===== config.mk =====
export PLATFORM = sky130hd
export DESIGN_NAME = pts_alu
export DESIGN_NICKNAME = d
export VERILOG_FILES = /design/src/rtl/pts_pkg.sv /design/src/rtl/pts_alu.sv
export SDC_FILE = /design/constraint.sdc
export NUM_CORES = 2
export LEC_CHECK = 0
export BUFFER_PORTS_ARGS = -buffer_cell sky130_fd_sc_hd__buf_2
export CAP_MARGIN = 20
export CORE_AREA = 2 2 293 295
export DETAILED_ROUTE_END_ITERATION = 10
export DIE_AREA = 0 0 295 297
export PLACE_DENSITY = 0.79
export SETUP_SLACK_MARGIN = 0.4
export SLEW_MARGIN = 10
export SYNTH_ARGS = -nofsm -noshare
export SYNTH_HDL_FRONTEND = slang
export SYNTH_SLANG_ARGS = --single-unit

===== constraint.sdc =====
create_clock -name clk_i -period 11.4 [get_ports clk_i]
set_clock_uncertainty 0.2 [all_clocks]
set_input_delay 2.28 -clock clk_i [delete_from_list [all_inputs] [get_ports clk_i]]
set_output_delay 2.28 -clock clk_i [all_outputs]
set_load 0.01 [all_outputs]

===== src/rtl/pts_pkg.sv =====
// shared types and constants of the propensity tree sampler
// no dependencies; imported by pts_alu and propensity_tree_sampler
package pts_pkg;

  localparam int unsigned NUM_ENTRIES = 1024;
  localparam int unsigned FANOUT      = 32;

  localparam int unsigned IDX_W   = 10;
  localparam int unsigned GRP_W   = 5;
  localparam int unsigned KID_W   = 5;
  localparam int unsigned RATE_W  = 32;
  localparam int unsigned RAND_W  = 32;
  localparam int unsigned GSUM_W  = 37;
  localparam int unsigned TOT_W   = 42;
  localparam int unsigned PROD_W  = 64;
  localparam int unsigned CNT_W   = 10;

  localparam int unsigned IN_DATA_W  = 176;
  localparam int unsigned OUT_DATA_W = 56;

  localparam logic OP_SET = 1'b0;
  localparam logic OP_SEL = 1'b1;

  localparam logic LVL_LEAF  = 1'b0;
  localparam logic LVL_GROUP = 1'b1;

  typedef struct packed {
    logic acc_clr;
    logic acc_en;
    logic mul_lo;
    logic mul_hi;
  } alu_ctrl_t;

  typedef enum logic [6:0] {
    S_CLEAR = 7'b0000001,
    S_IDLE  = 7'b0000010,
    S_MLO   = 7'b0000100,
    S_MHI   = 7'b0001000,
    S_SUM   = 7'b0010000,
    S_SCAN  = 7'b0100000,
    S_FIN   = 7'b1000000
  } state_e;

endpackage


===== src/rtl/pts_alu.sv =====
// shared arithmetic unit: selector multiply in two halves, running sum and compare
// depends on pts_pkg
module pts_alu import pts_pkg::*; (
  input  logic                clk_i,
  input  alu_ctrl_t           ctrl_i,
  input  logic [RAND_W-1:0]   rand_i,
  input  logic [TOT_W-1:0]    parent_i,
  input  logic [GSUM_W-1:0]   cur_i,
  output logic [TOT_W-1:0]    sum_o,
  output logic [TOT_W-1:0]    sel_o,
  output logic                hit_o
);

  logic [PROD_W-1:0] prod_q;
  logic [TOT_W-1:0]  sel_q;
  logic [TOT_W-1:0]  acc_q;
  logic [RAND_W-1:0] mul_b;
  logic [PROD_W-1:0] prod;

  // one multiplier, low half of the parent first, then the high bits
  assign mul_b = ctrl_i.mul_hi ? {{(RAND_W-(TOT_W-32)){1'b0}}, parent_i[TOT_W-1:32]}
                               : parent_i[31:0];
  assign prod  = {{RAND_W{1'b0}}, rand_i} * {{RAND_W{1'b0}}, mul_b};

  assign sum_o = acc_q + {{(TOT_W-GSUM_W){1'b0}}, cur_i};
  assign sel_o = sel_q;
  assign hit_o = sel_q < sum_o;

  always_ff @(posedge clk_i) begin
    if (ctrl_i.mul_lo) begin
      prod_q <= prod;
    end
    if (ctrl_i.mul_hi) begin
      sel_q <= {{(TOT_W-32){1'b0}}, prod_q[PROD_W-1:32]} + prod[TOT_W-1:0];
    end
    if (ctrl_i.acc_clr) begin
      acc_q <= '0;
    end else if (ctrl_i.acc_en) begin
      acc_q <= sum_o;
    end
  end

endmodule


# After elaboration in Yosys (flattened, before gate mapping)
# Cells that the tools add are included.
# op_classes
n_addsub,2
multipliers,1
order_cmp,1
muxes,1
# ops
cell,n
multiplier 32 x 32 -> 64 bit,1
adder 32 x 42 -> 42 bit,1
adder 42 x 37 -> 42 bit,1
less-than comparator 42 bit,1
two-way mux 32 bit,1
# word_totals
regBits,148
inputBits,116
out_inout_bits,85
elab_cells,8

# Logic depth before layout (Yosys ltp)
# logic_depth
word_depth,3
depth_mapped,37
depth_no_buf,35

# Least setup slack after synthesis
# OpenSTA, ideal clock, no wires.
# synth_path
kind,input -> register
from,in ctrl_i[0] (netlist name)
to,"reg sel_q[40] (netlist: sel_o[40]), data pin"
setup_ns,0.264
arrival_ns,10.495
t_required_ns,10.936
setup_slack_ns,0.442
stages,31
cell_sequence,clkbuf_1 > mux2_2 > clkbuf_1 > and2_1 > fa_1 > inv_1 > fa_1 > fa_1 > fa_1 > inv_1 > fa_1 > inv_1 > fa_1 > inv_1 > fa_1 > fa_1 > ha_1 > a21oi_1 > o21ai_0 > o21ai_0 > or3b_2 > and2_1 > inv_1 > o21ai_0 > xor2_1 > ha_1 > nand3_1 > o41ai_1 > and3_1 > nand4_1 > xnor2_1
# synth_via
elab_chain_len,3
# synth_rtl
element,line,text
from (decl),pts_alu.sv:5,"input alu_ctrl_t ctrl_i,"
two-way mux 32 bit,pts_alu.sv:21,"assign mul_b = ctrl_i.mul_hi ? {{(RAND_W-(TOT_W-32)){1'b0}}, parent_i[TOT_W-1:32]}"
multiplier 32 x 32 -> 64 bit,pts_alu.sv:23,"assign prod = {{RAND_W{1'b0}}, rand_i} * {{RAND_W{1'b0}}, mul_b};"
adder 32 x 42 -> 42 bit,pts_alu.sv:34,"sel_q <= {{(TOT_W-32){1'b0}}, prod_q[PROD_W-1:32]} + prod[TOT_W-1:0];"
to (signal assigned),pts_alu.sv:34,
to (decl),pts_alu.sv:15,logic [TOT_W-1:0] sel_q;
# Every way passes these cells.
# A chain may end at the register's enable or synchronous reset.

# Worst setup path after layout
# Same ends and word-level chain as after synthesis.

==> flow_summary.yaml <==
floorplan:
  die-area_mm2: 0.0876
  die_y_um: 297
  start_util_pct: 49.5
  io_pins: 201
  core_area_mm2: 0.0845
  rows: 107
  die_x_um: 295
grt:
  antenna_found_initial: 3
  grt_max_degree: 47
  grt_overflow: 0
  globalRouteTotalUtil_pct: 26.1
  grt_use_met1_pct: 32.5
  use_met2_pct: 43.8
  use_met3_pct: 4.67
  grt-busiest-layer: "met2"
  grt_pass1_vias: 34500
  grt_first_pass_wirelength_mm: 181
synthesis:
  synthAdderAreaFrac_pct: 54.2
  ys.flop_type: "edfxtp_1"
  synthXorXnorAreaFrac_pct: 3.06
  syn_area_mm2: 0.0418
  synth-seq-cells: 116
  synth_edf_count: 74
  synth-async-reset-ratio_pct: 0
  synth_nets: 6006
  yosys.area.top_type: "fa_1"
  syn_inst: 4617
  ys_warn_count: 0
  synth_top_area_share_pct: 43.0
  syn_avg_cell_area_um2: 9.06
  ys_types: 81
  synth_compound_area_share_pct: 7.07
  yosys-mux-area-fraction_pct: 0.724
  synthSimpleGateAreaFrac_pct: 17.2
  synthTopCellsByArea: "fa_1 43%, ha_1 11%, inv_1 8.2%, and2_1 7.9%, nand2_1 5.4%"
  synth_top_family_by_area: "adder cells"
  seq_area_frac_synth_pct: 7.32
critical_path:
  slowest_delay_ns: 0.56
  crit_family: "adder cells"
  cp_max_fo: 16
  r2r_start: "prod_q[32]$_DFFE_PP_"
  cp.arrival_ns: 10.71
  crit_path_start: "ctrl_i[0]"
  cpMaxStageDelayCell: "fa_1"
  critPathKind: "in2reg"
  start_kind: "input port"
  crit_buf_inv: 5
  cp_common_cell: "fa_1"
  end_kind: "register"
  required_ns: 11.38
job:
  cap_violations: 0
drt:
  antenna_left: 0
  drc: 0
  num_vias: 32200
  via_per_inst: 5.49
  drt_iter0_markers: 2299
  wl_per_cell_um: 19.0
  dr.pass1.iters: 6
  wl_mm: 111
hold_path:
  min-delay-start: "acc_q[21]$_SDFFE_PP0P_"
  hp-class: "reg2reg"
cells_and_area:
  drive_gt1_share_pct: 8.61
  multi_input_area_mm2: 0.0346
  syn_to_final_growth_pct: 7.40
  seqCellArea_mm2: 0.00306
  num-fill-cells: 7490
  finalNetCount: 6089
clocking:
  clock_sinks: 116
  numCtsBuffers: 17
  cts_buffer_depth: 2
  clk_latency_ns: 0.43
  holdBufCountCts: 0
  cts_tree: "done"
  htree_levels: 4
  root_buffer: "clkbuf_16"
  path_clk_slew_ns: 0.06
sta:
  finalCriticalPeriod_ns: 10.74
  setup_viol: 0
  fin_crit_sh_pct: 94.2
  whs_ns: 0.285
  finalHoldViolCount: 0
  finalSetupTns_ns: 0
  max_clock_freq_ghz: 0.0932
  max_slew_margin_pct: 34.3
  rsz0062_at_grt: "yes"
  setup_ws_ns: 0.665
  slew_viol_final: 0
  tightest_slew_ns: 0.986
placement:
  io_buffers: 200
  gp_congestion: 0.973
  pre_cts_ws_ns: 0.0337
  dp_hpwl_mm: 95.0
status:
  status: "finished clean"
Yosys cell counts, drive strengths merged (6+ instances only):
| library cell | n |
|---|---|
| buf | 9 |
| o21ai | 92 |
| fa | 898 |
| nor2b | 36 |
| o21a | 11 |
| mux2i | 19 |
| o211ai | 15 |
| and3 | 14 |
| mux2 | 10 |
| nor2 | 107 |
| o21bai | 20 |
| o22ai | 8 |
| nand2b | 19 |
| a21o | 78 |
| or3 | 8 |
| ha | 375 |
| dfxtp | 42 |
| nor3 | 19 |
| nand2 | 603 |
| clkbuf | 235 |
| a221oi | 7 |
| nand4 | 32 |
| and2 | 528 |
| xor2 | 53 |
| a21oi | 148 |
| a211oi | 18 |
| o31ai | 6 |
| edfxtp | 74 |
| a31oi | 18 |
| nand3 | 38 |
| and4 | 10 |
| xnor2 | 93 |
| inv | 912 |
state kept, by name, indices dropped and copies added (netlist names):
register	count
acc_q	42
sel_o	42
prod_q	32
cells by family after synthesis:
kind of cell | count (synthesis)
buffers and inverters | 1157
AO/OA/AOI/OAI | 459
adder cells (fa/ha/maj) | 1273
flip-flops | 116
XOR/XNOR | 146
AND/OR/NAND/NOR | 1437
multiplexers | 29
final cells by class:
| type | instances | area share (%) |
|---|---|---|
| Clock inverter | 14 | 0.348 |
| Antenna cell | 2 | 0.0111 |
| Inverter | 913 | 7.63 |
| Sequential cell | 116 | 6.82 |
| Clock buffer | 18 | 0.955 |
| Tap cell | 1144 | 3.19 |
| Timing Repair Buffer | 308 | 4.14 |
| Multi-Input combinational cell | 3344 | 76.9 |
path summary, 6_finish.rpt:
check,to,slack (ns),depth (start not counted)
worst max register to register,sel_o[30]$_DFFE_PP_,7.68,12
worst min register to register,acc_q[21]$_SDFFE_PP0P_,0.28,2
worst max-delay path,sel_o[40]$_DFFE_PP_,0.66,29
worst min-delay path,acc_q[21]$_SDFFE_PP0P_,0.28,2
cell usage in the layout (no fill, tap or decap), drive strengths merged, types with 74 or more instances in the layout:
master  count
inv       914
a21oi     148
edfxtp     74
a21o       78
fa        898
buf       308
and2      528
xnor2      93
nor2      107
nand2     603
o21ai      92
ha        375
tightest hold or removal path, cell delays in order (launching register included):
cell,delay [ns]
dfxtp_1,0.31
nand2_1,0.06
o22ai_1,0.06
metrics by stage:
stage          area, µm²  utilization, %  instances
2_1_floorplan      41800               -       4617
3_3_place_gp       44200            52.4       5824
3_5_place_dp       44200            52.4       5824
4_1_cts            44800            53.1       5856
5_1_grt            44900            53.2       5859
6_report           44900            53.2       5859
layer usage:
metal	routed length, µm	share of wire [%]
met1	42100	38
met2	54800	49
met3	8580	7.7
met4	5870	5.3
met5	9	0.0081
what timing repair did:
| item | 4_1_cts | 5_1_grt |
|---|---|---|
| endpoints found under the setup margin | 0 | 20 |
| resized for setup | 0 | 21 |
| endpoints found under the hold margin | 0 | 0 |
| buffers inserted | 0 | 1 |
Power is not shown: default switching activity piles up to over one toggle a cycle in this logic, so the estimate is an artifact.
